[config.mk]
export PLATFORM = sky130hd
export DESIGN_NAME = bseo_ctrl
export DESIGN_NICKNAME = d
export VERILOG_FILES = /design/src/rtl/byte_stack_with_edit_ops_unit_defines.svh /design/src/rtl/bseo_pkg.sv /design/src/rtl/bseo_ctrl.sv
export SDC_FILE = /design/constraint.sdc
export NUM_CORES = 1
export LEC_CHECK = 0
export BUFFER_PORTS_ARGS = -buffer_cell sky130_fd_sc_hd__buf_2
export CORE_UTILIZATION = 47
export CTS_CLUSTER_DIAMETER = 30
export CTS_CLUSTER_SIZE = 16
export DETAILED_ROUTE_END_ITERATION = 6
export PLACE_DENSITY_LB_ADDON = 0.08
export SETUP_SLACK_MARGIN = 0.2
export SLEW_MARGIN = 25
export SYNTH_ARGS = -nofsm -noshare
export SYNTH_HDL_FRONTEND = slang
export SYNTH_SLANG_ARGS = --single-unit
[constraint.sdc]
create_clock -name clk -period 1.8 [get_ports clk]
set_input_delay 0.18 -clock clk [delete_from_list [all_inputs] [get_ports clk]]
set_output_delay 0.18 -clock clk [all_outputs]
set_load 0.005 [all_outputs]
[src/rtl/byte_stack_with_edit_ops_unit_defines.svh]
// assertion macros shared by the rtl
`ifndef BYTE_STACK_WITH_EDIT_OPS_UNIT_DEFINES_SVH
`define BYTE_STACK_WITH_EDIT_OPS_UNIT_DEFINES_SVH

// same-cycle implication, sampled on clk, off during reset
`define BSEO_ASSERT_IMPL(label, ante, cons) \
    label: assert property (@(posedge clk) disable iff (!rst_n) (ante) |-> (cons)) \
        else $error("assertion failed: same-cycle implication");

// next-cycle implication, sampled on clk, off during reset
`define BSEO_ASSERT_NEXT(label, ante, cons) \
    label: assert property (@(posedge clk) disable iff (!rst_n) (ante) |=> (cons)) \
        else $error("assertion failed: next-cycle implication");

`endif

[src/rtl/bseo_pkg.sv]
package bseo_pkg;

    localparam int DEPTH_DEF = 64;

    // payload widths, index and count sized from the default depth
    localparam int OPC_W   = 3;
    localparam int VAL_W   = 8;
    localparam int IDX_W   = $clog2(DEPTH_DEF);
    localparam int STAT_W  = 2;
    localparam int COUNT_W = $clog2(DEPTH_DEF + 1);

    typedef enum logic [OPC_W-1:0] {
        OPC_PUSH    = 3'd0,
        OPC_POP     = 3'd1,
        OPC_INSERT  = 3'd2,
        OPC_REVERSE = 3'd3,
        OPC_UPDATE  = 3'd4,
        OPC_CLEAR   = 3'd5
    } opcode_t;

    typedef enum logic [STAT_W-1:0] {
        ST_OK       = 2'd0,
        ST_EMPTY    = 2'd1,
        ST_FULL     = 2'd2,
        ST_NOTFOUND = 2'd3
    } status_t;

    // one datapath operation per cycle
    typedef enum logic [3:0] {
        DP_IDLE,
        DP_LOAD,
        DP_PUSH,
        DP_POP,
        DP_UPDATE,
        DP_CLEAR,
        DP_SRCH_START,
        DP_SRCH_STEP,
        DP_SHIFT_START,
        DP_SHIFT_STEP,
        DP_PLACE,
        DP_REV_START,
        DP_REV_RD,
        DP_REV_WLO,
        DP_REV_WHI,
        DP_FIN_RD
    } dp_op_t;

    typedef struct packed {
        dp_op_t  op;
        logic    capture;
        status_t status;
    } dp_cmd_t;

    typedef struct packed {
        logic full;
        logic empty;
        logic idx_ok;
        logic hit;
        logic last;
        logic shift_last;
        logic rev_any;
        logic rev_more;
    } dp_stat_t;

endpackage

[src/rtl/bseo_ctrl.sv]
module bseo_ctrl import bseo_pkg::*;
(
    input  logic             clk,
    input  logic             rst_n,
    input  logic             in_valid,
    output logic             in_ready,
    input  logic [OPC_W-1:0] opcode,
    output logic             out_valid,
    input  logic             out_ready,
    input  dp_stat_t         stat,
    output dp_cmd_t          cmd
);

    typedef enum logic [3:0] {
        S_IDLE,
        S_EXEC,
        S_SRCH,
        S_SHIFT_START,
        S_SHIFT,
        S_PLACE,
        S_REV_RD,
        S_REV_WLO,
        S_REV_WHI,
        S_FIN,
        S_DONE
    } state_t;

    state_t           state_reg, state_next;
    logic [OPC_W-1:0] opcode_reg, opcode_next;
    status_t          status_reg, status_next;
    logic             out_valid_reg, out_valid_next;

    assign in_ready  = (state_reg == S_IDLE);
    assign out_valid = out_valid_reg;

    always_comb
    begin
        state_next     = state_reg;
        opcode_next    = opcode_reg;
        status_next    = status_reg;
        out_valid_next = out_valid_reg && !out_ready;
        cmd.op         = DP_IDLE;
        cmd.capture    = 1'b0;
        cmd.status     = status_reg;

        unique case (state_reg)
            S_IDLE:
            begin
                if (in_valid)
                begin
                    cmd.op      = DP_LOAD;
                    opcode_next = opcode;
                    state_next  = S_EXEC;
                end
            end
            S_EXEC:
            begin
                status_next = ST_OK;
                state_next  = S_FIN;
                unique case (opcode_reg)
                    OPC_PUSH:
                    begin
                        if (stat.full)
                            status_next = ST_FULL;
                        else
                            cmd.op = DP_PUSH;
                    end
                    OPC_POP:
                    begin
                        if (stat.empty)
                            status_next = ST_EMPTY;
                        else
                            cmd.op = DP_POP;
                    end
                    OPC_INSERT:
                    begin
                        if (stat.empty)
                            status_next = ST_EMPTY;
                        else if (stat.full)
                            status_next = ST_FULL;
                        else
                        begin
                            cmd.op     = DP_SRCH_START;
                            state_next = S_SRCH;
                        end
                    end
                    OPC_REVERSE:
                    begin
                        if (stat.empty)
                            status_next = ST_EMPTY;
                        else
                        begin
                            cmd.op     = DP_REV_START;
                            state_next = S_REV_RD;
                        end
                    end
                    OPC_UPDATE:
                    begin
                        if (stat.idx_ok)
                            cmd.op = DP_UPDATE;
                        else
                            status_next = ST_NOTFOUND;
                    end
                    OPC_CLEAR:
                    begin
                        cmd.op = DP_CLEAR;
                    end
                    default:
                    begin
                        status_next = ST_OK;
                    end
                endcase
            end
            S_SRCH:
            begin
                cmd.op = DP_SRCH_STEP;
                if (stat.hit)
                    state_next = stat.last ? S_PLACE : S_SHIFT_START;
                else if (stat.last)
                begin
                    status_next = ST_NOTFOUND;
                    state_next  = S_FIN;
                end
            end
            S_SHIFT_START:
            begin
                cmd.op     = DP_SHIFT_START;
                state_next = S_SHIFT;
            end
            S_SHIFT:
            begin
                cmd.op = DP_SHIFT_STEP;
                if (stat.shift_last)
                    state_next = S_PLACE;
            end
            S_PLACE:
            begin
                cmd.op     = DP_PLACE;
                state_next = S_FIN;
            end
            S_REV_RD:
            begin
                if (stat.rev_any)
                begin
                    cmd.op     = DP_REV_RD;
                    state_next = S_REV_WLO;
                end
                else
                    state_next = S_FIN;
            end
            S_REV_WLO:
            begin
                cmd.op     = DP_REV_WLO;
                state_next = S_REV_WHI;
            end
            S_REV_WHI:
            begin
                cmd.op     = DP_REV_WHI;
                state_next = stat.rev_more ? S_REV_WLO : S_FIN;
            end
            S_FIN:
            begin
                cmd.op     = DP_FIN_RD;
                state_next = S_DONE;
            end
            S_DONE:
            begin
                if (!out_valid_reg || out_ready)
                begin
                    cmd.capture    = 1'b1;
                    out_valid_next = 1'b1;
                    state_next     = S_IDLE;
                end
            end
            default:
            begin
                state_next = S_IDLE;
            end
        endcase
    end

    always_ff @(posedge clk or negedge rst_n)
    begin
        if (!rst_n)
        begin
            state_reg     <= S_IDLE;
            opcode_reg    <= '0;
            status_reg    <= ST_OK;
            out_valid_reg <= 1'b0;
        end
        else
        begin
            state_reg     <= state_next;
            opcode_reg    <= opcode_next;
            status_reg    <= status_next;
            out_valid_reg <= out_valid_next;
        end
    end

endmodule

==> results.md, run 1 <==
* Die height at 45.32 um
* Drt wl/cell at ~16 um
* Number of global-route vias before repair at roughly 900
* Max Cap Viol at 0
* Crit path cell chain: or4b_4, a21oi_2, o21ai_1, o311ai_1, buf_2
* Post-route DRC at 0
* DP HPWL at 1593 um
* Multi-input logic area at roughly 650 um2
* Crit path largest cell delay at 0.55 ns
* Layout overhead on the synthesized area at 53.19%
* VDD IR max at between 1000 and 1500 uV
* Worst Path Required at approximately 1.6 ns
* Max reg flops at 4
* CTS sink cnt at 10
* Failing checks: negative setup slack
* Synth Cell Area at roughly 880 um2
* Sw power at 1.022 mW
* Non-filler cells, final at approximately 180
* Final worst slack at -0.06550 ns
* Clock latency on the worst-skew pair at approximately 0.26 ns
* First-pass GRT wire length at 4236 um
* P_int at around 1.4 mW
* CTS Buffer Depth at 2
* Die ar. at roughly 2000 um2
* Die width at roughly 45 um
* RSZ-0062 raised after global routing: yes
* Final setup viols at 2
* Tightest Pin Transition at approximately 0.26 ns
* IO Count at 24
* Maximum fanout along the worst path at 2
* Slowest CP cell: or4b_4
* Post-synthesis sequential area ratio at 28.37%
* Syn avg cell area at 8.648 um2
* Inserted Clock Buffers at 3
* Worst path depth at 5
* Lkg Pwr at 0.6491 nW
* Layout Skew at 0.001433 ns
* WS Path Type: register to output pin
* Comb power frac at 76.8%
* Yosys warnings at 0
* PwrDens at around 1800 nW/um2
* FILL cells at 120
* Top Family by Delay on Critical Path: simple AND/OR/NAND/NOR gates
* Reg clk slew, reported paths at around 0.060 ns
* Vias per inst at around 5.7
* Initial antenna violation count at 0
* Overall Power at 2.412 mW
* Final core utilization at between 70 and 80%
* CTS tree: built
* Std-Cell Rows at 15
* Top post-synthesis cells by area: dfrtp_1 (28%), mux2_4 (5.1%), nand2b_1 (4.3%), nor2_1 (4.3%), a21oi_1 (3.4%)
* Worst min-delay path category: primary input to register
* Depth of the CTS H-tree at 1
* Clk root buf: clkbuf_4
* Status: complete, but fails checks
* WHS Path Cells at 2
* Power share of the clock group at ~6.0%
* F_max at 536.0 MHz
* Initial core utilization at ~50%
* Crit. End Element: output pin
* Sw Share at between 40% and 50%
* Nets at about 170
* GR Util All Layers at between 20 and 30%
* Crit share post-route at 103.6%
* Initial DRC count at 40
* Drt first pass iters at 4
* Final Hold Viols at 0
* Routability cong. at 0.7810
* Netlist cell types at 42
* Port buffer count at 23
* Grt ovf at 0
* Reg2reg path depth at 7
* WHS at ~0.15 ns
* Share of layout cells above drive strength 1 at a little over half
* Final wirelength at approximately 2800 um
* Post-Syn Nets at around 120
* Cell taking the most area after synthesis: dfrtp_1
* Total number of vias at approximately 1000
* Largest net degree at the start of global routing at 20
* Cells after synthesis at 102
* Critical Path AT at 1.69 ns
* Max-slew violations at 0
* Antenna-violating nets left at 0
* Synth top area share at 28.37%
* Min cycle time layout at 1.866 ns
* Core Box Area at between 1500 and 2000 um2
* Slew HR at between 80% and 90%
* Startpoint Class: register
* WP buf/inv at 1
* Ant. Diodes at 0
* Placed Cells at roughly 150
* FF+latch area at approximately 250 um2
* #FFs+latches synth at 10
* Sequential share of power at 17.2%
cell usage after synthesis:
library cell   n
a211o_1        1
a211oi_1       3
a21o_1         4
a21oi_1        6
a21oi_2        2
a221oi_2       1
a31oi_1        1
a32oi_1        2
a41oi_1        1
and2b_1        1
buf_2          5
buf_6          1
dfrtp_1       10
inv_1          4
mux2_4         3
mux2i_1        1
nand2_1        7
nand2_2        1
nand2b_1       6
nand3_1        4
nand3b_1       1
nand4_1        1
nand4b_1       2
nor2_1        10
nor2b_1        2
nor2b_4        1
nor3_1         1
nor3b_1        2
nor3b_2        1
nor4_4         1
nor4b_1        1
o211ai_1       1
o21a_1         1
o21ai_0        2
o21ai_1        2
o21ai_2        1
o22a_1         2
o311ai_1       1
o32ai_1        1
or2_2          2
or3b_1         1
or4b_4         1
timing repair:
| item | CTS | global route |
|---|---|---|
| endpoints found under the hold margin | 10 | 0 |
| hold buffers | 1 | 0 |
| endpoints found under the setup margin | 5 | 9 |
| setup buffers | 15 | 5 |
| gates resized for setup | 18 | 10 |
| pin swaps | 11 | 6 |
kinds of logic after synthesis:
| logic type | after synthesis | synth area share (%) |
|---|---|---|
| compound gates | 32 | 26.67 |
| buf+inv | 10 | 5.815 |
| flops | 10 | 28.37 |
| mux | 4 | 6.241 |
| simple gates | 46 | 32.91 |
worst paths after layout:
check | start | endpoint | slack, ns
setup / recovery | state_reg[2]$_DFFE_PN0P_ | cmd[5] | -0.07
hold reg to reg | status_reg[1]$_DFFE_PN0P_ | status_reg[1]$_DFFE_PN0P_ | 0.51
max in group asynchronous | rst_n | opcode_reg[0]$_DFFE_PN0P_ | 1.28
setup reg to reg | state_reg[1]$_DFFE_PN0P_ | state_reg[1]$_DFFE_PN0P_ | 0.23
min in group asynchronous | rst_n | state_reg[0]$_DFFE_PN0P_ | 0.31
hold / removal | opcode[1] | opcode_reg[1]$_DFFE_PN0P_ | 0.15
cell type report:
cell class                      count  area share (%)
Timing Repair Buffer               51           28.43
Sequential cell                    10           18.61
Clock buffer                        3           1.667
Inverter                            4           1.111
Tap cell                           25           2.315
Multi-Input combinational cell     82           47.87
metal layers:
layer	vias to the layer above	global-route usage, %	routed length [um]
met5	-	0	0
li1	479	-	-
met1	467	41.21	1201
met2	45	45.51	1431
met4	0	12.12	54
met3	6	5.200	152
power by group through the flow:
stage / clock network [mW] / registers (mW) / logic (mW)
6_report: 0.146 / 0.415 / 1.85
2_1_floorplan: 0 / 0.433 / 0.865
5_1_grt: 0.164 / 0.425 / 1.97
4_1_cts: 0.155 / 0.413 / 1.62
3_5_place_dp: 0 / 0.409 / 1.24
3_3_place_gp: 0 / 0.403 / 1.24
worst reg2reg max path, cell delays in order, from the launching register on:
cell,delay [ns]
dfrtp_1,0.40
buf_6,0.14
and2b_2,0.21
buf_6,0.13
buf_4,0.14
a32oi_2,0.19
a21o_1,0.15
nand4_1,0.09
per-stage QoR:
stage | TNS [ns] | instance area (um2) | setup slack [ns]
5_1_grt | -0.2184 | 1351 | -0.09817
6_report | -0.1028 | 1351 | -0.06550
2_1_floorplan | 0 | 882.1 | 0.3428
3_3_place_gp | 0 | 1045 | 0.2441
4_1_cts | -0.03858 | 1267 | -0.03858
3_5_place_dp | 0 | 1045 | 0.2124
placed cells by master (no fill, tap or decap), types with 2 or more instances in the layout:
master / netlist / routed
o21ai_2: 1 / 2
nand4b_1: 2 / 2
mux2_4: 3 / 3
o22a_1: 2 / 2
a211oi_2: 0 / 2
clkbuf_4: 0 / 3
nand2_1: 7 / 5
inv_1: 4 / 3
buf_12: 0 / 3
a21o_1: 4 / 4
buf_6: 1 / 5
dfrtp_1: 10 / 9
buf_2: 5 / 23
nand2_2: 1 / 2
nand3_1: 4 / 4
nor2_1: 10 / 10
buf_4: 0 / 19
or2_2: 2 / 2
nor2b_4: 1 / 2
a21oi_2: 2 / 2
a21oi_1: 6 / 6
o21ai_1: 2 / 2
nand2b_1: 6 / 5
(Power assumes the default switching activity.)
==> run 2: changes to the inputs <==
--- a/config.mk
+++ b/config.mk
@@ -6,7 +6,7 @@
 export NUM_CORES = 1
 export LEC_CHECK = 0
 export BUFFER_PORTS_ARGS = -buffer_cell sky130_fd_sc_hd__buf_2
-export CORE_UTILIZATION = 47
+export CORE_UTILIZATION = 50
 export CTS_CLUSTER_DIAMETER = 30
 export CTS_CLUSTER_SIZE = 16
 export DETAILED_ROUTE_END_ITERATION = 6
==> results.md, run 2 (synthesis results as in run 1) <==
* Die ar. at 1936 um2 (was 2054 um2)
* WHS at 0.1478 ns (was 0.1504 ns)
* CTS Buffer Depth at 2 (unchanged)
* WHS Path Cells at 2 (unchanged)
* Most frequent cells in the layout: buf_2 (23), buf_4 (12), nor2_1 (10) (was buf_2 (23), buf_4 (19), nor2_1 (10))
* Crit. End Element: output pin (unchanged)
* Crit path largest cell delay at 0.56 ns (was 0.55 ns)
* Initial antenna violation count at 0 (unchanged)
* Final wirelength at 2422 um (was 2839 um)
* Clk root buf: clkbuf_4 (unchanged)
* Post-route DRC at 0 (unchanged)
* Final setup viols at 1 (was 2)
* Initial core utilization at 55.95% (was 50.54%)
* F_max at 546.0 MHz (was 536.0 MHz)
* Critical Path AT at 1.65 ns (was 1.69 ns)
* Vias per inst at 5.987 (was 5.697)
* Grt ovf at 0 (unchanged)
* WP buf/inv at 1 (unchanged)
* RSZ-0062 raised after global routing: yes (unchanged)
* CTS sink cnt at 10 (unchanged)
* Port buffer count at 23 (unchanged)
* Lkg Pwr at 0.5941 nW (was 0.6491 nW)
* FILL cells at 108 (was 120)
* Layout Skew at 0.0004364 ns (was 0.001433 ns)
* Slew HR at 72.95% (was 82.52%)
* Pre-CTS setup slack at 0.2207 ns (was 0.2124 ns)
* Std-Cell Rows at 14 (was 15)
* IO Count at 24 (unchanged)
* Max Cap Viol at 0 (unchanged)
* Routability cong. at 0.8237 (was 0.7810)
* CTS tree: built (unchanged)
* VDD IR max at 1160 uV (was 1017 uV)
* Non-filler cells, final at 159 (was 175)
* GR Util All Layers at 26.83% (was 29.67%)
* Ant. Diodes at 0 (unchanged)
* DP HPWL at 1485 um (was 1593 um)
* Tightest Pin Transition at 0.4001 ns (was 0.2603 ns)
* Nets at 159 (was 167)
* Number of global-route vias before repair at 847 (was 892)
* Die width at 44 um (was 45.32 um)
* Status: complete, but fails checks (unchanged)
* Total number of vias at 952 (was 997)
* Largest net degree at the start of global routing at 20 (unchanged)
* Drt wl/cell at 15.23 um (was 16.22 um)
* PwrDens at 1831 nW/um2 (was 1785 nW/um2)
* Reg2reg path depth at 7 (unchanged)
* Setup TNS at -0.03154 ns (was -0.1028 ns)
* Clock latency on the worst-skew pair at 0.26 ns (about the same)
* Drt first pass iters at 6 (was 4)
* Startpoint Class: register (unchanged)
* First-pass GRT wire length at 3808 um (was 4236 um)
* Initial DRC count at 40 (unchanged)
* Worst Path Required at 1.62 ns (about the same)
* Placed Cells at 141 (was 151)
* Inserted Clock Buffers at 3 (unchanged)
* WS Path Type: register to output pin (unchanged)
* Antenna-violating nets left at 0 (unchanged)
* Core Box Area at 1577 um2 (was 1745 um2)
* Crit share post-route at 101.8% (was 103.6%)
* Failing checks: negative setup slack (unchanged)
* Share of layout cells above drive strength 1 at 48.25% (was 53.33%)
* Die height at 44 um (was 45.32 um)
* Max reg flops at 4 (unchanged)
* Depth of the CTS H-tree at 1 (unchanged)
* Final worst slack at -0.03154 ns (was -0.06550 ns)
* Crit path cell chain: or4b_4, a21oi_4, o21ai_1, o311ai_1, buf_2 (was or4b_4, a21oi_2, o21ai_1, o311ai_1, buf_2)
* Slowest CP cell: or4b_4 (unchanged)
* Top Family by Delay on Critical Path: simple AND/OR/NAND/NOR gates (unchanged)
* Final Hold Viols at 0 (unchanged)
* Max-slew violations at 0 (unchanged)
* Worst path depth at 5 (unchanged)
* Reg clk slew, reported paths at 0.07 ns (was 0.06 ns)
* Maximum fanout along the worst path at 2 (unchanged)
* Worst min-delay path category: primary input to register (unchanged)
* Min cycle time layout at 1.832 ns (was 1.866 ns)
* Layout overhead on the synthesized area at 42.55% (was 53.19%)
* Most common cell after layout, fill and taps aside: buf_2 (unchanged)
[run 2: worst paths after layout]
| check | startpoint | to | slack, ns |
|---|---|---|---|
| min in group asynchronous | rst_n | status_reg[0]$_DFFE_PN0P_ | 0.29 |
| min reg2reg | status_reg[1]$_DFFE_PN0P_ | status_reg[1]$_DFFE_PN0P_ | 0.51 |
| max | state_reg[3]$_DFFE_PN0P_ | cmd[5] | -0.03 |
| max reg2reg | state_reg[0]$_DFFE_PN0P_ | state_reg[3]$_DFFE_PN0P_ | 0.12 |
| min | opcode[0] | opcode_reg[0]$_DFFE_PN0P_ | 0.15 |
| max in group asynchronous | rst_n | opcode_reg[0]$_DFFE_PN0P_ | 1.31 |
[run 2: area by class of cell]
class,count,area [um2],area share [%]
multi-input combinational,82,631.9,50.25
clock buffer,4,36.28,2.886
sequential,10,251.5,20.00
timing repair buffer,43,302.8,24.08
inverter,4,15.01,1.194
tap,16,20.02,1.592
[run 2: repair_timing]
action / 4_1_cts / 5_1_grt
cloned: 0 / 0
pin swaps: 7 / 9
setup endpoints to repair: 5 / 13
setup buffers: 9 / 4
hold endpoints to repair: 10 / 0
hold buffers: 1 / 0
gates resized for setup: 10 / 10
[run 2: per-layer routing]
layer	wire length [um]	global-route usage, %
met1	1155	38.12
met2	1131	41.76
met3	97	3.750
met4	37	9.091
met5	0	0
[run 2: power by group]
group | internal (mW) | switching (mW) | total (mW)
registers | 0.331 | 0.0795 | 0.411
logic | 0.886 | 0.807 | 1.69
clock network | 0.123 | 0.0757 | 0.198
total | 1.34 | 0.962 | 2.30
[run 2: per-stage QoR]
step | instance area (um2) | utilization (%) | total power [mW]
after CTS | 1179 | 74.76 | 2.071
final | 1257 | 79.76 | 2.302
after floorplan | 882.1 | - | 1.298
after global routing | 1257 | 79.76 | 2.463
after global placement | 1026 | 65.08 | 1.623
after detailed placement | 1026 | 65.08 | 1.632
==> run 3: changes to the inputs <==
--- a/config.mk
+++ b/config.mk
@@ -10,6 +10,7 @@
 export CTS_CLUSTER_DIAMETER = 30
 export CTS_CLUSTER_SIZE = 16
 export DETAILED_ROUTE_END_ITERATION = 6
+export GPL_ROUTABILITY_DRIVEN = 0
 export PLACE_DENSITY_LB_ADDON = 0.08
 export SETUP_SLACK_MARGIN = 0.2
 export SLEW_MARGIN = 25
==> constraint.sdc (replaced) <==
create_clock -name clk -period 2.3 [get_ports clk]
set_input_delay 0.23 -clock clk [delete_from_list [all_inputs] [get_ports clk]]
set_output_delay 0.23 -clock clk [all_outputs]
set_load 0.005 [all_outputs]
==> results.md, run 3 (synthesis results as in run 1) <==
* Status: complete, but fails checks (unchanged)
* Failing checks: design-rule violations (was negative setup slack)
* PwrDens at 1332 nW/um2 (was 1831 nW/um2)
* FILL cells at 155 (was 108)
* GR Util All Layers at 23.00% (was 26.83%)
* Core Box Area at 1577 um2 (unchanged)
* Critical Path AT at 1.68 ns (was 1.65 ns)
* Met2 routed WL at 865 um (was 1131 um)
* Initial core utilization at 55.95% (unchanged)
* Max-slew violations at 0 (unchanged)
* Lkg Pwr at 0.4946 nW (was 0.5941 nW)
* Die ar. at 1936 um2 (unchanged)
* Final wirelength at 1963 um (was 2422 um)
* Antenna-violating nets left at 0 (unchanged)
* Reg-to-reg slack, setup at 0.75 ns (was 0.12 ns)
* F_max at ~520 MHz
* Crit. End Element: output pin (unchanged)
* CTS Buffer Depth at 2 (unchanged)
* Top sig layer: met4 (unchanged)
* IO Count at 24 (unchanged)
* Post-route DRC at 2 (was 0)
* Reg clk slew, reported paths at 0.07 ns (about the same)
* End of the worst register-to-register path: state_reg[3]$_DFFE_PN0P_ (unchanged)
* Drt wl/cell at 13.63 um (was 15.23 um)
* Die width at 44 um (unchanged)
* Nets at 144 (was 159)
* Inserted Clock Buffers at 3 (unchanged)
* WL met1 at 1038 um (was 1155 um)
* DR WL met3 at 47 um (was 97 um)
* Final setup viols at 0 (was 1)
* Drt first pass iters at 6 (unchanged)
* Most common cell after layout, fill and taps aside: buf_2 (unchanged)
* Largest net degree at the start of global routing at 20 (unchanged)
* Clock latency on the worst-skew pair at 0.26 ns (about the same)
* Vias per inst at 5.694 (was 5.987)
* Initial DRC count at 20 (was 40)
* Layout overhead on the synthesized area at 19.86% (was 42.55%)
* Die height at 44 um (unchanged)
* WS Path Type: register to output pin (unchanged)
* Share of layout cells above drive strength 1 at 35.16% (was 48.25%)
* RR Startpoint: state_reg[1]$_DFFE_PN0P_ (was state_reg[0]$_DFFE_PN0P_)
* Critical Path End: cmd[5] (unchanged)
* Worst min-delay path category: primary input to register (unchanged)
* Depth of the CTS H-tree at 1 (unchanged)
* Min cycle time layout at around 1.9 ns
* Setup TNS at 0 ns (was -0.03154 ns)
* RSZ-0062 raised after global routing: no (was yes)
* Crit share post-route at between 80% and 90%
* Initial antenna violation count at 0 (unchanged)
* Placed Cells at 139 (was 141)
* Layout Skew at 0.007458 ns (was 0.0004364 ns)
* Worst Path Required at 2.07 ns (was 1.62 ns)
* Reg2reg path depth at 5 (was 7)
* Hold buffers post-CTS at 1 (unchanged)
* Maximum fanout along the worst path at 4 (was 2)
* Startpoint Class: register (unchanged)
* CTS tree: built (unchanged)
* VDD IR max at 962.2 uV (was 1160 uV)
* Std-Cell Rows at 14 (unchanged)
* CTS resizes at 0 (was 10)
* Port buffer count at 23 (unchanged)
* Multi-input logic area at 580.6 um2 (was 631.9 um2)
* Crit path from: state_reg[2]$_DFFE_PN0P_ (was state_reg[3]$_DFFE_PN0P_)
* CTS sink cnt at 10 (unchanged)
* Non-filler cells, final at 144 (was 159)
* Grt ovf at 0 (unchanged)
* Max reg flops at 4 (unchanged)
* Max Cap Viol at 0 (unchanged)
* First-pass GRT wire length at 3339 um (was 3808 um)
* Number of global-route vias before repair at 738 (was 847)
* Tightest Pin Transition at 0.3439 ns (was 0.4001 ns)
* DP HPWL at 1533 um (was 1485 um)
* Ant. Diodes at 0 (unchanged)
* FF+latch area at 250.2 um2 (was 251.5 um2)
* Post-CTS Setup Bufs at 0 (was 9)
* Total number of vias at 820 (was 952)
* Most frequent cells in the layout: buf_2 (23), nor2_1 (10), dfrtp_1 (10) (was buf_2 (23), buf_4 (12), nor2_1 (10))
* Slew HR at 76.94% (was 72.95%)
* Clk root buf: clkbuf_4 (unchanged)
* Final Hold Viols at 0 (unchanged)
[run 3: stage by stage]
| stage | hold slack (ns) | setup slack [ns] | area, um2 | util [%] | total power, mW |
|---|---|---|---|---|---|
| CTS | 0.1992 | 0.3871 | 1057 | 67.06 | 1.415 |
| global placement | 0.09268 | 0.6905 | 1011 | 64.13 | 1.243 |
| floorplan | -0.06559 | 0.7928 | 882.1 | - | 1.016 |
| detailed placement | 0.09883 | 0.6749 | 1011 | 64.13 | 1.257 |
| global route | 0.2009 | 0.2710 | 1057 | 67.06 | 1.541 |
| finish | 0.2001 | 0.3888 | 1057 | 67.06 | 1.408 |
[run 3: layout make-up]
type	instances	area share [%]
Multi-Input combinational cell	82	54.91
Clock buffer	4	3.432
Timing Repair Buffer	28	14.67
Sequential cell	10	23.67
Inverter	4	1.420
Tap cell	16	1.893
[run 3: power breakdown]
part	switching, mW	total (mW)	internal [mW]
clock network	0.0563	0.152	0.0959
logic	0.473	0.915	0.442
registers	0.0837	0.341	0.257
total	0.613	1.41	0.795
[run 3: per-layer routing]
layer,vias up,global-route usage [%]
met5,-,0
met4,0,7.273
met3,2,1.250
met2,13,32.65
met1,375,36.88
li1,430,-
[run 3: worst max-delay path, stage by stage, from the launching register on]
cell and delay (ns):
dfrtp_1 0.38, or4b_4 0.58, a21oi_2 0.14, o21ai_1 0.09, o311ai_1 0.08, buf_2 0.15
[run 3: worst min path at each step]
stage | from | endpoint | slack (ns) | cells past startpoint
4_1_cts | opcode[0] | opcode_reg[0]$_DFFE_PN0P_ | 0.20 | 2
2_1_floorplan | rst_n | opcode_reg[0]$_DFFE_PN0P_ | -0.07 | 0
3_3_place_gp | rst_n | opcode_reg[0]$_DFFE_PN0P_ | 0.09 | 1
6_report | opcode[0] | opcode_reg[0]$_DFFE_PN0P_ | 0.20 | 2
5_1_grt | opcode[0] | opcode_reg[0]$_DFFE_PN0P_ | 0.20 | 2
3_5_place_dp | rst_n | opcode_reg[0]$_DFFE_PN0P_ | 0.1 | 1
